### src/rtl/b128vc_pkg.sv
`default_nettype none

package b128vc_pkg;

    // field widths
    localparam int unsigned VALUE_W  = 64;
    localparam int unsigned OCTET_W  = 8;
    localparam int unsigned COUNT_W  = 8;
    localparam int unsigned STATUS_W = 2;

    // coding geometry
    localparam int unsigned GRP_W      = 7;
    localparam int unsigned MAX_GROUPS = (VALUE_W + GRP_W - 1) / GRP_W;
    localparam int unsigned IDX_W      = $clog2(MAX_GROUPS);
    localparam int unsigned EXT_W      = MAX_GROUPS * GRP_W;
    localparam int unsigned OVF_LSB    = VALUE_W - GRP_W;

    // command codes
    localparam logic CMD_DECODE = 1'b0;
    localparam logic CMD_ENCODE = 1'b1;

    // result status codes
    localparam logic [STATUS_W-1:0] ST_OCTET    = 2'd0;
    localparam logic [STATUS_W-1:0] ST_DONE     = 2'd1;
    localparam logic [STATUS_W-1:0] ST_OVERFLOW = 2'd2;

    localparam logic [OCTET_W-1:0] CONT_BIT  = 8'h80;
    localparam logic [COUNT_W-1:0] COUNT_MAX = 8'hff;

    // controller to datapath
    typedef struct packed {
        logic dec_load;
        logic enc_load;
        logic enc_step;
    } cmd_t;

    // datapath to controller
    typedef struct packed {
        logic out_free;
        logic enc_single;
        logic enc_final;
    } sts_t;

    // 7-bit group at index idx, group 0 least significant
    function automatic logic [GRP_W-1:0] group_of(input logic [VALUE_W-1:0] v,
                                                  input logic [IDX_W-1:0] idx);
        logic [EXT_W-1:0] ve;
        logic [GRP_W-1:0] g;
        ve = {{(EXT_W - VALUE_W){1'b0}}, v};
        g  = '0;
        for (int k = 0; k < MAX_GROUPS; k++)
        begin
            if (idx == IDX_W'(k))
            begin
                g = ve[k*GRP_W +: GRP_W];
            end
        end
        return g;
    endfunction

    // index of the most significant nonzero group, 0 for small values
    function automatic logic [IDX_W-1:0] top_group(input logic [VALUE_W-1:0] v);
        logic [IDX_W-1:0] t;
        t = '0;
        for (int k = 1; k < MAX_GROUPS; k++)
        begin
            if ((v >> (k * GRP_W)) != '0)
            begin
                t = IDX_W'(k);
            end
        end
        return t;
    endfunction

endpackage

`default_nettype wire

### src/rtl/b128vc_req_if.sv
`default_nettype none

interface b128vc_req_if;
    logic                                valid;
    logic                                ready;
    logic                                cmd;
    logic [b128vc_pkg::OCTET_W-1:0]      octet_in;
    logic [b128vc_pkg::VALUE_W-1:0]      value_in;

    modport source (output valid, cmd, octet_in, value_in, input ready);
    modport sink   (input valid, cmd, octet_in, value_in, output ready);
endinterface

`default_nettype wire

### src/rtl/b128vc_rsp_if.sv
`default_nettype none

interface b128vc_rsp_if;
    logic                                valid;
    logic                                ready;
    logic [b128vc_pkg::STATUS_W-1:0]     status;
    logic [b128vc_pkg::OCTET_W-1:0]      octet_out;
    logic [b128vc_pkg::VALUE_W-1:0]      value_out;
    logic [b128vc_pkg::COUNT_W-1:0]      octet_count;
    logic                                last;

    modport source (output valid, status, octet_out, value_out, octet_count, last,
                    input ready);
    modport sink   (input valid, status, octet_out, value_out, octet_count, last,
                    output ready);
endinterface

`default_nettype wire

### src/rtl/b128vc_ctrl.sv
`default_nettype none

module b128vc_ctrl (
    input  wire logic             clk,
    input  wire logic             rst_n,
    input  wire logic             in_valid,
    input  wire logic             in_cmd,
    output logic                  in_ready,
    input  wire b128vc_pkg::sts_t sts,
    output b128vc_pkg::cmd_t      cmd
);

    localparam logic S_IDLE = 1'b0;
    localparam logic S_ENC  = 1'b1;

    logic state_reg;
    logic state_next;
    logic accept;

    // input side opens only when idle and the output register can take a result
    assign in_ready = (state_reg == S_IDLE) && sts.out_free;
    assign accept   = in_valid && in_ready;

    // datapath commands
    always_comb
    begin
        cmd.dec_load = accept && (in_cmd == b128vc_pkg::CMD_DECODE);
        cmd.enc_load = accept && (in_cmd == b128vc_pkg::CMD_ENCODE);
        cmd.enc_step = (state_reg == S_ENC) && sts.out_free;
    end

    // next state
    always_comb
    begin
        state_next = state_reg;
        case (state_reg)
            S_IDLE:
            begin
                if (cmd.enc_load && !sts.enc_single)
                begin
                    state_next = S_ENC;
                end
            end
            S_ENC:
            begin
                if (cmd.enc_step && sts.enc_final)
                begin
                    state_next = S_IDLE;
                end
            end
            default:
            begin
                state_next = S_IDLE;
            end
        endcase
    end

    always_ff @(posedge clk or negedge rst_n)
    begin
        if (!rst_n)
        begin
            state_reg <= S_IDLE;
        end
        else
        begin
            state_reg <= state_next;
        end
    end

endmodule

`default_nettype wire

### src/rtl/b128vc_dp.sv
`default_nettype none

module b128vc_dp (
    input  wire logic                               clk,
    input  wire logic                               rst_n,
    input  wire b128vc_pkg::cmd_t                   cmd,
    output b128vc_pkg::sts_t                        sts,
    input  wire logic [b128vc_pkg::OCTET_W-1:0]     octet_in,
    input  wire logic [b128vc_pkg::VALUE_W-1:0]     value_in,
    input  wire logic                               out_ready,
    output logic                                    out_valid,
    output logic [b128vc_pkg::STATUS_W-1:0]         out_status,
    output logic [b128vc_pkg::OCTET_W-1:0]          out_octet,
    output logic [b128vc_pkg::VALUE_W-1:0]          out_value,
    output logic [b128vc_pkg::COUNT_W-1:0]          out_count,
    output logic                                    out_last
);

    localparam int unsigned VW = b128vc_pkg::VALUE_W;
    localparam int unsigned OW = b128vc_pkg::OCTET_W;
    localparam int unsigned CW = b128vc_pkg::COUNT_W;
    localparam int unsigned SW = b128vc_pkg::STATUS_W;
    localparam int unsigned GW = b128vc_pkg::GRP_W;
    localparam int unsigned IW = b128vc_pkg::IDX_W;

    // decode state
    logic [VW-1:0] acc_reg,  acc_next;
    logic [CW-1:0] seen_reg, seen_next;

    // encode state
    logic [VW-1:0] enc_val_reg, enc_val_next;
    logic [IW-1:0] idx_reg,     idx_next;

    // output register
    logic          out_valid_reg,  out_valid_next;
    logic [SW-1:0] out_status_reg, out_status_next;
    logic [OW-1:0] out_octet_reg,  out_octet_next;
    logic [VW-1:0] out_value_reg,  out_value_next;
    logic [CW-1:0] out_count_reg,  out_count_next;
    logic          out_last_reg,   out_last_next;

    logic [VW-1:0] acc_shift;
    logic [CW-1:0] seen_inc;
    logic [IW-1:0] top_idx;
    logic [GW-1:0] first_grp;
    logic [GW-1:0] step_grp;

    // decode arithmetic
    assign acc_shift = (seen_reg == '0) ? VW'(octet_in[GW-1:0])
                                        : {acc_reg[VW-GW-1:0], octet_in[GW-1:0]};
    assign seen_inc  = (seen_reg == b128vc_pkg::COUNT_MAX) ? seen_reg : seen_reg + 1'b1;

    // encode group selection
    assign top_idx   = b128vc_pkg::top_group(value_in);
    assign first_grp = b128vc_pkg::group_of(value_in, top_idx);
    assign step_grp  = b128vc_pkg::group_of(enc_val_reg, idx_reg);

    // status to controller
    always_comb
    begin
        sts.out_free   = !out_valid_reg || out_ready;
        sts.enc_single = (top_idx == '0);
        sts.enc_final  = (idx_reg == '0);
    end

    always_comb
    begin
        acc_next        = acc_reg;
        seen_next       = seen_reg;
        enc_val_next    = enc_val_reg;
        idx_next        = idx_reg;
        out_valid_next  = out_valid_reg && !out_ready;
        out_status_next = out_status_reg;
        out_octet_next  = out_octet_reg;
        out_value_next  = out_value_reg;
        out_count_next  = out_count_reg;
        out_last_next   = out_last_reg;

        if (cmd.dec_load)
        begin
            if (!octet_in[OW-1])
            begin
                // final octet: report the integer
                out_valid_next  = 1'b1;
                out_status_next = b128vc_pkg::ST_DONE;
                out_octet_next  = '0;
                out_value_next  = acc_shift;
                out_count_next  = seen_inc;
                out_last_next   = 1'b1;
                acc_next        = '0;
                seen_next       = '0;
            end
            else if (acc_shift[VW-1:b128vc_pkg::OVF_LSB] != '0)
            begin
                // next shift would drop bits
                out_valid_next  = 1'b1;
                out_status_next = b128vc_pkg::ST_OVERFLOW;
                out_octet_next  = '0;
                out_value_next  = '0;
                out_count_next  = '0;
                out_last_next   = 1'b1;
                acc_next        = '0;
                seen_next       = '0;
            end
            else
            begin
                acc_next  = acc_shift;
                seen_next = seen_inc;
            end
        end
        else if (cmd.enc_load)
        begin
            // most significant group goes out with the transfer
            out_valid_next  = 1'b1;
            out_status_next = b128vc_pkg::ST_OCTET;
            out_value_next  = '0;
            out_count_next  = '0;
            out_last_next   = (top_idx == '0);
            out_octet_next  = (top_idx == '0) ? OW'(first_grp)
                                              : (OW'(first_grp) | b128vc_pkg::CONT_BIT);
            enc_val_next    = value_in;
            idx_next        = top_idx - 1'b1;
        end
        else if (cmd.enc_step)
        begin
            // one lower group per cycle while the output register is free
            out_valid_next  = 1'b1;
            out_status_next = b128vc_pkg::ST_OCTET;
            out_value_next  = '0;
            out_count_next  = '0;
            out_last_next   = (idx_reg == '0);
            out_octet_next  = (idx_reg == '0) ? OW'(step_grp)
                                              : (OW'(step_grp) | b128vc_pkg::CONT_BIT);
            idx_next        = idx_reg - 1'b1;
        end
    end

    // control and decode state
    always_ff @(posedge clk or negedge rst_n)
    begin
        if (!rst_n)
        begin
            acc_reg       <= '0;
            seen_reg      <= '0;
            out_valid_reg <= 1'b0;
        end
        else
        begin
            acc_reg       <= acc_next;
            seen_reg      <= seen_next;
            out_valid_reg <= out_valid_next;
        end
    end

    // payload registers
    always_ff @(posedge clk)
    begin
        enc_val_reg    <= enc_val_next;
        idx_reg        <= idx_next;
        out_status_reg <= out_status_next;
        out_octet_reg  <= out_octet_next;
        out_value_reg  <= out_value_next;
        out_count_reg  <= out_count_next;
        out_last_reg   <= out_last_next;
    end

    assign out_valid  = out_valid_reg;
    assign out_status = out_status_reg;
    assign out_octet  = out_octet_reg;
    assign out_value  = out_value_reg;
    assign out_count  = out_count_reg;
    assign out_last   = out_last_reg;

    // no integer in progress means an empty accumulator
    a_idle_acc_zero: assert property (@(posedge clk) disable iff (!rst_n)
        (seen_reg == '0) |-> (acc_reg == '0))
        else $error("accumulator nonzero with no integer in progress");

    // a final octet always yields a completed integer
    a_final_done: assert property (@(posedge clk) disable iff (!rst_n)
        (cmd.dec_load && !octet_in[OW-1]) |=>
            (out_valid_reg && out_status_reg == b128vc_pkg::ST_DONE && out_count_reg != '0))
        else $error("final octet did not complete an integer");

    // continuation bit on encoded octets is the inverse of last
    a_cont_bit: assert property (@(posedge clk) disable iff (!rst_n)
        (out_valid_reg && out_status_reg == b128vc_pkg::ST_OCTET) |->
            (out_octet_reg[OW-1] != out_last_reg))
        else $error("continuation bit disagrees with last");

    // stepping never runs past the lowest group into a new load
    a_no_overlap: assert property (@(posedge clk) disable iff (!rst_n)
        !(cmd.enc_step && (cmd.enc_load || cmd.dec_load)))
        else $error("encode step overlaps an input transfer");

endmodule

`default_nettype wire

### src/rtl/base128_varint_codec_core.sv
`default_nettype none

// Big-endian base-128 varint codec. A request with cmd 0 carries one octet to
// decode: octets with the top bit set build up the value, and the octet with
// the top bit clear yields one result with the value and octet count (count
// saturates at 255); a value that would exceed 64 bits yields one overflow
// result and the next octet starts a new integer. A request with cmd 1 carries
// a 64-bit value and yields its minimal coding of 1 to 10 octets, most
// significant first, one per cycle while the output register is free; the first
// octet is loaded at the request transfer, and the request side is held until
// the last octet is loaded, set by the single output octet register. Every
// request's final result carries last. Results sit in one output register, and
// a new request is taken in the same cycle that the pending result transfers.
// An encode does not disturb a decode in progress. No setup after reset.
module base128_varint_codec_core (
    input  wire logic     clk,
    input  wire logic     rst_n,
    b128vc_req_if.sink    req,
    b128vc_rsp_if.source  rsp
);

    b128vc_pkg::cmd_t cmd;
    b128vc_pkg::sts_t sts;

    b128vc_ctrl u_ctrl (
        .clk      (clk),
        .rst_n    (rst_n),
        .in_valid (req.valid),
        .in_cmd   (req.cmd),
        .in_ready (req.ready),
        .sts      (sts),
        .cmd      (cmd)
    );

    b128vc_dp u_dp (
        .clk        (clk),
        .rst_n      (rst_n),
        .cmd        (cmd),
        .sts        (sts),
        .octet_in   (req.octet_in),
        .value_in   (req.value_in),
        .out_ready  (rsp.ready),
        .out_valid  (rsp.valid),
        .out_status (rsp.status),
        .out_octet  (rsp.octet_out),
        .out_value  (rsp.value_out),
        .out_count  (rsp.octet_count),
        .out_last   (rsp.last)
    );

endmodule

`default_nettype wire
### src/flat_wrapper.sv
// flat-port wrapper written by rule: the top's interface ports become plain ports
module base128_varint_codec_core_flat 
  (clk, rst_n, req_valid, req_cmd, req_octet_in, req_value_in, req_ready, rsp_valid, rsp_status, rsp_octet_out, rsp_value_out, rsp_octet_count, rsp_last, rsp_ready);
  b128vc_req_if req_i ();
  b128vc_rsp_if rsp_i ();
  input  wire logic clk;
  input  wire logic rst_n;
  input wire logic [$bits(req_i.valid)-1:0] req_valid;
  input wire logic [$bits(req_i.cmd)-1:0] req_cmd;
  input wire logic [$bits(req_i.octet_in)-1:0] req_octet_in;
  input wire logic [$bits(req_i.value_in)-1:0] req_value_in;
  output wire logic [$bits(req_i.ready)-1:0] req_ready;
  output wire logic [$bits(rsp_i.valid)-1:0] rsp_valid;
  output wire logic [$bits(rsp_i.status)-1:0] rsp_status;
  output wire logic [$bits(rsp_i.octet_out)-1:0] rsp_octet_out;
  output wire logic [$bits(rsp_i.value_out)-1:0] rsp_value_out;
  output wire logic [$bits(rsp_i.octet_count)-1:0] rsp_octet_count;
  output wire logic [$bits(rsp_i.last)-1:0] rsp_last;
  input wire logic [$bits(rsp_i.ready)-1:0] rsp_ready;
  assign req_i.valid = req_valid;
  assign req_i.cmd = req_cmd;
  assign req_i.octet_in = req_octet_in;
  assign req_i.value_in = req_value_in;
  assign req_ready = req_i.ready;
  assign rsp_valid = rsp_i.valid;
  assign rsp_status = rsp_i.status;
  assign rsp_octet_out = rsp_i.octet_out;
  assign rsp_value_out = rsp_i.value_out;
  assign rsp_octet_count = rsp_i.octet_count;
  assign rsp_last = rsp_i.last;
  assign rsp_i.ready = rsp_ready;
  base128_varint_codec_core u_core (.clk(clk), .rst_n(rst_n), .req(req_i), .rsp(rsp_i));
endmodule
### config.mk
export PLATFORM = sky130hd
export DESIGN_NAME = base128_varint_codec_core_flat
export DESIGN_NICKNAME = d
export VERILOG_FILES = /design/src/rtl/b128vc_pkg.sv /design/src/rtl/b128vc_req_if.sv /design/src/rtl/b128vc_rsp_if.sv /design/src/rtl/b128vc_ctrl.sv /design/src/rtl/b128vc_dp.sv /design/src/rtl/base128_varint_codec_core.sv /design/src/flat_wrapper.sv
export SDC_FILE = /design/constraint.sdc
export NUM_CORES = 1
export LEC_CHECK = 0
export BUFFER_PORTS_ARGS = -buffer_cell sky130_fd_sc_hd__buf_2
export CAP_MARGIN = 20
export CORE_MARGIN = 8
export CORE_UTILIZATION = 61
export DETAILED_ROUTE_END_ITERATION = 7
export PLACE_DENSITY = 0.85
export SYNTH_ARGS = -nofsm -noshare
export SYNTH_HDL_FRONTEND = slang
export SYNTH_SLANG_ARGS = --single-unit
### constraint.sdc
create_clock -name clk -period 16.3 [get_ports clk]
set_input_delay 3.26 -clock clk [delete_from_list [all_inputs] [get_ports clk]]
set_output_delay 3.26 -clock clk [all_outputs]
set_load 0.01 [all_outputs]
After elaboration in Yosys (flattened, before gate mapping)
Index checks and enable logic that the tools add are counted.
{ "totals": {"reg_bits": 218, "latch_bits": 0, "mem_bits_rw": 0, "mem_bits_ro": 0, "in_bits": 77, "out_inout_bits": 85, "elab_cells": 137, "mem_count": 0} }
{ "op_classes": {"addsub": 3, "mul": 0, "div_mod_pow": 0, "magnitude_cmp": 0, "n_eq_ne": 20, "shifts": 0, "n_mux": 71, "n_bitwise": 3, "reduce_logical": 29} }
{ "ops": {"columns": ["cell", "n"], "rows": [
  ["64-bit nonzero test", 8],
  ["64-bit 2-to-1 mux", 6],
  ["7-bit 2-to-1 mux", 20],
  ["57-bit 2-to-1 mux", 2],
  ["8-bit 2-to-1 mux", 14],
  ["4-bit by 3-bit equality test with 1-bit output, second input constant", 8],
  ["4-bit by 2-bit equality test with 1-bit output, second input constant", 4],
  ["4-bit equality test, second input constant", 4],
  ["4-bit 2-to-1 mux", 4],
  ["2-bit 2-to-1 mux", 7],
  ["1-bit 2-to-1 mux", 13],
  ["3-bit 2-to-1 mux", 4],
  ["8-bit by 1-bit adder with 8-bit output, second input constant", 1],
  ["4-bit by 1-bit equality test with 1-bit output, second input constant", 2],
  ["8-bit equality test, second input constant", 1],
  ["1-bit logical AND", 8],
  ["4-bit logical NOT", 2],
  ["8-bit logical NOT", 1],
  ["4-bit by 1-bit subtractor with 4-bit output, second input constant", 2],
  ["7-bit nonzero test", 1],
  ["2-bit AND reduction", 3],
  ["1-bit logical NOT", 3],
  ["3-bit != test, second input constant", 1],
  ["1-bit NOT", 3],
  ["other kinds (4)", 4]
]} }

Depth between registers and ports, before layout
Gate-level depths: netlist of the first run.
{ "logic_depth": {"word_depth": 24, "ltp_mapped": 14, "mapped_depth_nobuf": 13} }

Cells and area by module
From an unflattened synthesis of the first run, not the netlist that was laid out.
{ "hier_totals": {"cells_unflattened": 753, "area_unflattened_um2": 9764.4} }
{ "modules_own_cells": {"columns": ["mod", "n_inst", "cells_each", "area_per_inst_um2", "seq_area_each_um2"], "rows": [
  ["b128vc_dp", 1, 745, 9688.0, 6185.9],
  ["b128vc_ctrl", 1, 8, 76.3, 25.0]
]} }

Least setup slack after synthesis of the first run
No wires, ideal clock.
{ "synth_path": {"path_kind": "input to register", "from": "in req_octet_in[7]", "to": "reg u_core.u_dp.out_count_reg[0] (netlist: u_core.u_dp.out_count[0]), enable pin", "setup_time_ns": 0.552, "arrival_ns": 7.536, "required_time_ns": 15.748, "setup_slack_ns": 8.211, "path_stages": 3, "cell_sequence": "o21ai_1 -> o21ai_1 -> a21oi_1"} }
{ "synth_via": {"elab_chain_len": 2} }
{ "synth_rtl": {"columns": ["item", "line", "text"], "rows": [
  ["from (decl)", "flat_wrapper.sv:10", "input wire logic [$bits(req_i.octet_in)-1:0] req_octet_in;"],
  ["3-bit != test (no source line)", null, null],
  ["2-bit AND reduction (no source line)", null, null],
  ["to (signal assigned)", "b128vc_dp.sv:163", "out_count_reg <= out_count_next;"],
  ["to (decl)", "b128vc_dp.sv:39", "logic [CW-1:0] out_count_reg, out_count_next;"]
]} }
Every way passes these cells.
A chain may end at the register's enable or synchronous reset.

Final worst setup path of the first run
{ "layout_path": {"from": "in rsp_ready", "to": "out req_ready"} }
{ "layout_via": {"elab_chain_len": 2} }
{ "layout_rtl": {"columns": ["item", "line", "text"], "rows": [
  ["from (decl)", "flat_wrapper.sv:19", "input wire logic [$bits(rsp_i.ready)-1:0] rsp_ready;"],
  ["1-bit logical OR", "b128vc_dp.sv:61", "sts.out_free = !out_valid_reg || out_ready;"],
  ["1-bit logical AND", "b128vc_ctrl.sv:21", "assign in_ready = (state_reg == S_IDLE) && sts.out_free;"],
  ["to (decl)", "flat_wrapper.sv:12", "output wire logic [$bits(req_i.ready)-1:0] req_ready;"]
]} }
Every way passes these cells.

==> qor.csv, run 1 <==
metric;value;unit
core.rowCount;45;
track_usage;24.44;%
crit_end;req_ready;
seq_area_frac_synth;65.24;%
cts_setup_buffers;0;
routed_wirelength;24530;um
place_inst;1069;
critPathArrivalTime;3910;ps
layout_min_cycle_time;7166;ps
cts_inserted_buffers;22;
path_clk_slew;60;ps
synth_area;9520;um^2
final_cells;1108;
ys_warn_count;0;
hpwl;17090;um
critical-path-max-stage-delay;300;ps
worst_pin_slew;1072;ps
hold_path.class;flip-flop to flip-flop;
cpMostUsedCell;buf_2;
die_area;19860;um^2
layout.nets;992;
antenna_found_initial;0;
timing.fmax;139.6;MHz
critPathKind;input port to output pin;
crit_start;rsp_ready;
fin_tns_setup;0;ps
cp_slowest_cell;nor2b_1;
ir_drop;0.09918;mV
period_share;43.96;%
cp_max_fo;4;
io_buffers;161;
ys_seq_elements;218;
antenna_cells;0;
powerDensity;144.9;nW/um^2
overflow;0;
hold_violations;0;
reg2reg_to;u_core.u_dp.out_octet[0]$_SDFFCE_PP0P_;
power.leakage;4.556;nW
grt_max_degree;71;
power_frac_clock;30.2;%
synth.avg_cell_area;12.51;um^2
drt_first_iter_violations;961;
worstRegToRegCells;8;
clkSinkCount;218;
cp-end-kind;output pin;
fp.dieH;140.9;um
p_int;1.122;mW
swShare;30.60;%
yosysUniqueCellTypes;59;
clockBufferDepth;3;
grt_pass1_wl;38030;um
area_growth;17.20;%
synth_nets;848;
report.final.slew_viol_count;0;
synthArstFlopShare;30.73;%
post_drt_wl_per_cell;22.14;um
drtAntennaViolNets;0;
crit_chain;buf_2 -> nor2b_1 -> nor2_1 -> buf_2;
num-fill-cells;1016;
crit_path_start_kind;input port;
synth_flop_cell;edfxtp_1;
dieWidth;140.9;um
pwr-share-comb;23.1;%
synth_edf_count;151;
gp_congestion;0.9531;
grt_pass1_vias;6729;
reg2reg_slack;13250;ps
maxCapViolations;0;
ioPinCount;162;
cts_hold_buf;0;
crit_required;13040;ps
cts_tree;built;
cts_resized;0;
dr.pass1.iters;5;
clockRootBuffer;clkbuf_16;
vias_per_cell;6.254;
setup_viol;0;
vias;6929;
syn_inst;761;
initial_utilization;62.63;%
clock_latency;510;ps
core;15200;um^2
clock_skew;16.67;ps
r2r-start;u_core.u_dp.idx_reg[0]$_DFFE_PP_;
layout-drive-gt1-share;22.93;%
slew_headroom;28.54;%
rsz0062_at_grt;false;
drc;0;
status;completed;
pwr-share-seq;46.7;%
power.switching;494.9;uW
htreeDepth;1;
finalPower;1.617;mW
layer usage:
metal  wire [um]  part of all wire, %  track usage [%]
met4         622                  2.5            7.240
met1        9755                   40            33.06
met5           0                    0                0
met3        2328                  9.5            4.895
met2       11820                   48            39.37
worst max-delay path, delay by kind of cell:
family	cells	cell delay [ps]
buf+inv	2	250
simple gates	2	390
worst min path at each step:
stage,start,end,slack [ps],cells after the start
detailed placement,u_core.u_dp.acc_reg[48]$_DFFE_PN0P_,u_core.u_dp.acc_reg[55]$_DFFE_PN0P_,500,1
global placement,u_core.u_ctrl.state_reg$_DFF_PN0_,u_core.u_dp.out_valid$_DFF_PN0_,490,2
finish,u_core.u_dp.acc_reg[47]$_DFFE_PN0P_,u_core.u_dp.acc_reg[54]$_DFFE_PN0P_,510,1
CTS,u_core.u_dp.acc_reg[47]$_DFFE_PN0P_,u_core.u_dp.acc_reg[54]$_DFFE_PN0P_,510,1
floorplan,u_core.u_dp.acc_reg[51]$_DFFE_PN0P_,u_core.u_dp.acc_reg[51]$_DFFE_PN0P_,480,1
global route,u_core.u_dp.acc_reg[47]$_DFFE_PN0P_,u_core.u_dp.acc_reg[54]$_DFFE_PN0P_,540,1
cells in the mapped netlist (17+ instances only):
library cell  instances  area, um^2
clkbuf_1             37       138.9
nand2_1              49       183.9
nor2_1               31       116.4
and2_1               70       437.9
nor2b_1              17       106.4
a22o_1               57       499.2
a21oi_1              41       205.2
edfxtp_1            151        4534
dfrtp_1              67        1677
o21ai_0              31       155.2
inv_1                19       71.32
through the flow:
step           setup slack, ps  hold slack (ps)  cell area, um^2  util, %
3_5_place_dp              8799            498.6            10460    68.77
6_report                  9134            509.0            11160    73.40
4_1_cts                   9131            513.1            11160    73.40
3_3_place_gp              8923            492.6            10440    68.64
5_1_grt                   9026            536.9            11160    73.40
2_1_floorplan             8211            478.5             9520        -
area by class of cell:
cell class	instances	area, um^2	share of cell area (%)
Clock inverter	8	98.84	0.8858
Timing Repair Buffer	167	863.3	7.737
Inverter	21	78.83	0.7064
Sequential cell	218	6211	55.66
Clock buffer	31	604.3	5.416
Multi-Input combinational cell	475	3067	27.48
Tap cell	188	235.2	2.108
power groups by stage:
stage               logic (mW)  clock network, mW  registers [mW]
floorplan                0.201                  0           0.777
CTS                      0.372              0.494           0.755
global route             0.405              0.516           0.763
global placement         0.358                  0           0.762
detailed placement       0.367                  0           0.764
finish                   0.374              0.488           0.755
cells by family (layout without fill, tap and decap cells):
logic type / after synthesis / in the layout / synth area share, %
AND/OR/NAND/NOR: 239 / 239 / 13.67
multiplexers: 3 / 3 / 0.3154
XOR/XNOR: 6 / 6 / 0.5520
flip-flops: 218 / 218 / 65.24
AO/OA/AOI/OAI: 217 / 217 / 16.14
buffers and inverters: 68 / 227 / 2.773
adder cells (fa/ha/maj): 10 / 10 / 1.314
cells in the final DEF (no fill, tap or decap), drive strengths merged, types with 7 or more instances in the layout:
| cell type | count |
|---|---|
| buf | 167 |
| edfxtp | 151 |
| and2 | 70 |
| dfrtp | 67 |
| a22o | 57 |
| nand2 | 49 |
| o21ai | 46 |
| a21oi | 41 |
| nor2 | 32 |
| clkbuf | 31 |
| inv | 20 |
| nor2b | 17 |
| nor3 | 16 |
| nand3 | 10 |
| ha | 10 |
| a22oi | 9 |
| a221oi | 9 |
| nand2b | 9 |
| o22ai | 8 |
| and3 | 8 |
| nor4 | 8 |
| a211oi | 8 |
| a221o | 7 |
| clkinv | 7 |
Note: power is estimated with default switching activity, not from simulation.
==> run 2: changes to the inputs <==
- CORE_UTILIZATION: 61 -> 51
- PLACE_DENSITY: 0.85 -> 0.75
- clock period: 16.3 -> 5.9 ns (I/O delays scaled with it)
==> run 2 against run 1 <==
  * Die area is 17% higher
  * Clock power grew to 3.1 times the previous value
  * Worst setup slack worse by 7900 ps
  * Critical path depth is 9 higher
  * Sequential share of layout area is 0.99 points lower
  * Highest routed layer is now met5
  * Combinational power grew to 2.8 times the previous value
  * Cell count is 4.9% higher
  * First-iteration DRC count is 34% lower
  * Critical path type is now input port to flip-flop
  * Sequential cell count stayed put
  * Worst hold slack better by 7.9 ps
==> qor.csv, run 2 (same netlist as run 1, synthesis figures left out) <==
metric;value;unit;change
final_cell_mix;buf_2 (161), edfxtp_1 (151), and2_1 (70), dfrtp_1 (67), a22o_1 (57);;
status;completed;;
worstRegToRegCells;6;;-2
post_drt_wl_per_cell;21.74;um;-1.8%
whs;516.9;ps;+7.889 ps
clockRootBuffer;clkbuf_16;;
setup_viol;0;;unchanged
maxCapViolations;0;;unchanged
clock_skew;19.18;ps;+2.514 ps
ioPinCount;162;;unchanged
cts_setup_buffers;0;;unchanged
cp_max_fo;9;;+5
layout_min_cycle_time;4655;ps;
cts_tree;built;;
antenna_found_initial;1;;+1
crit_path_start_kind;input port;;
track_usage;21.30;%;-3.1 points
routed_wirelength;25260;um;+3.0%
crit_required;6270;ps;-6770 ps
grt_pass1_wl;39230;um;+3.2%
dr.pass1.iters;5;;unchanged
final_common_cell;buf_2;;
vias_per_cell;5.952;;-4.8%
core.rowCount;50;;+11%
hold_violations;0;;unchanged
period_share;78.90;%;
htreeDepth;1;;unchanged
rsz0062_at_grt;false;;
num-fill-cells;1457;;+43%
critPathKind;input port to flip-flop;;
layout-drive-gt1-share;23.92;%;+0.99 points
layout.nets;999;;+0.71%
initial_utilization;51.41;%;-11 points
clkSinkCount;218;;unchanged
fp.dieH;152.6;um;+8.3%
report.final.slew_viol_count;0;;unchanged
grt_pass1_vias;6823;;+1.4%
powerDensity;407.7;nW/um^2;+180%
cts_resized;0;;unchanged
grt_max_degree;74;;+4.2%
hpwl;17420;um;+1.9%
overflow;0;;unchanged
critPathArrivalTime;5020;ps;+1110 ps
cts_hold_buf;0;;unchanged
power.leakage;4.628;nW;+1.6%
antenna_cells;0;;unchanged
gp_congestion;0.9361;;-1.8%
area_growth;19.32;%;
cp-end-kind;flip-flop;;
timing.fmax;214.8;MHz;
dieWidth;152.6;um;+8.3%
clockBufferDepth;3;;unchanged
core;18520;um^2;+22%
clock_latency;530;ps;+20 ps
ir_drop;0.2502;mV;+150%
cts_inserted_buffers;23;;+4.5%
drtAntennaViolNets;0;;unchanged
drt_first_iter_violations;639;;-34%
hold_path.class;flip-flop to flip-flop;;
vias;6916;;-0.19%
hold_depth;1;;unchanged
drc;0;;unchanged
worst_pin_slew;1037;ps;-35.06 ps
path_clk_slew;60;ps;about the same
io_buffers;161;;unchanged
slew_headroom;30.87;%;+2.3 points
die_area;23300;um^2;+17%
fin_tns_setup;0;ps;unchanged
[run 2: routing by layer]
metal / GRT usage, % / vias up / part of all wire, %
met1: 28.17 / 3371 / 42
met4: 8.011 / 2 / 3.4
met2: 33.77 / 302 / 47
met3: 4.878 / 56 / 7.7
li1: - / 3185 / -
met5: 0 / - / 0.040
[run 2: per-stage QoR]
| stage | total power [mW] | cells | utilization [%] | cell area (um^2) | setup WS (ps) |
|---|---|---|---|---|---|
| 5_1_grt | 4.821 | 1162 | 61.34 | 11360 | 1105 |
| 2_1_floorplan | 2.694 | 761 | - | 9524 | 1431 |
| 4_1_cts | 4.640 | 1160 | 61.13 | 11320 | 1299 |
| 3_3_place_gp | 3.127 | 1119 | 56.86 | 10530 | 897.5 |
| 6_report | 4.632 | 1162 | 61.34 | 11360 | 1245 |
| 3_5_place_dp | 3.146 | 1119 | 56.86 | 10530 | 768.1 |
[run 2: layout make-up]
type | count | area, um^2 | share of cell area [%]
timing repair buffer | 173 | 920.9 | 8.107
clock inverter | 11 | 147.6 | 1.300
sequential | 218 | 6211 | 54.68
clock buffer | 30 | 641.9 | 5.650
tap | 234 | 292.8 | 2.577
inverter | 21 | 78.83 | 0.6939
multi-input combinational | 475 | 3067 | 27.00
[run 2: worst max-delay path, cell delays in order]
cell,delay (ps)
buf_2,120
or4_4,550
or4_4,520
or3_1,380
o22ai_1,180
o21bai_1,150
inv_1,130
ha_1,160
nor2b_1,720
a221oi_1,170
o311ai_0,430
a21oi_1,170
o22ai_1,160
[run 2: report_power, final]
group	internal (mW)	switching (mW)	total [mW]
logic	0.363	0.678	1.04
clock network	0.902	0.600	1.50
registers	1.94	0.150	2.09
total	3.20	1.43	4.63
[run 2: path summary, 6_finish.rpt]
| kind | end | slack, ps | startpoint |
|---|---|---|---|
| setup / recovery | u_core.u_dp.out_octet[2]$_SDFFCE_PP0P_ | 1240 | req_value_in[38] |
| setup reg to reg | u_core.u_dp.out_value[57]$_SDFFCE_PP0P_ | 2580 | u_core.u_dp.acc_reg[52]$_DFFE_PN0P_ |
| min in group asynchronous | u_core.u_dp.acc_reg[16]$_DFFE_PN0P_ | 850 | rst_n |
| hold reg to reg | u_core.u_dp.acc_reg[55]$_DFFE_PN0P_ | 520 | u_core.u_dp.acc_reg[48]$_DFFE_PN0P_ |
| hold / removal | u_core.u_dp.acc_reg[55]$_DFFE_PN0P_ | 520 | u_core.u_dp.acc_reg[48]$_DFFE_PN0P_ |
| max in group asynchronous | u_core.u_dp.acc_reg[50]$_DFFE_PN0P_ | 4490 | rst_n |
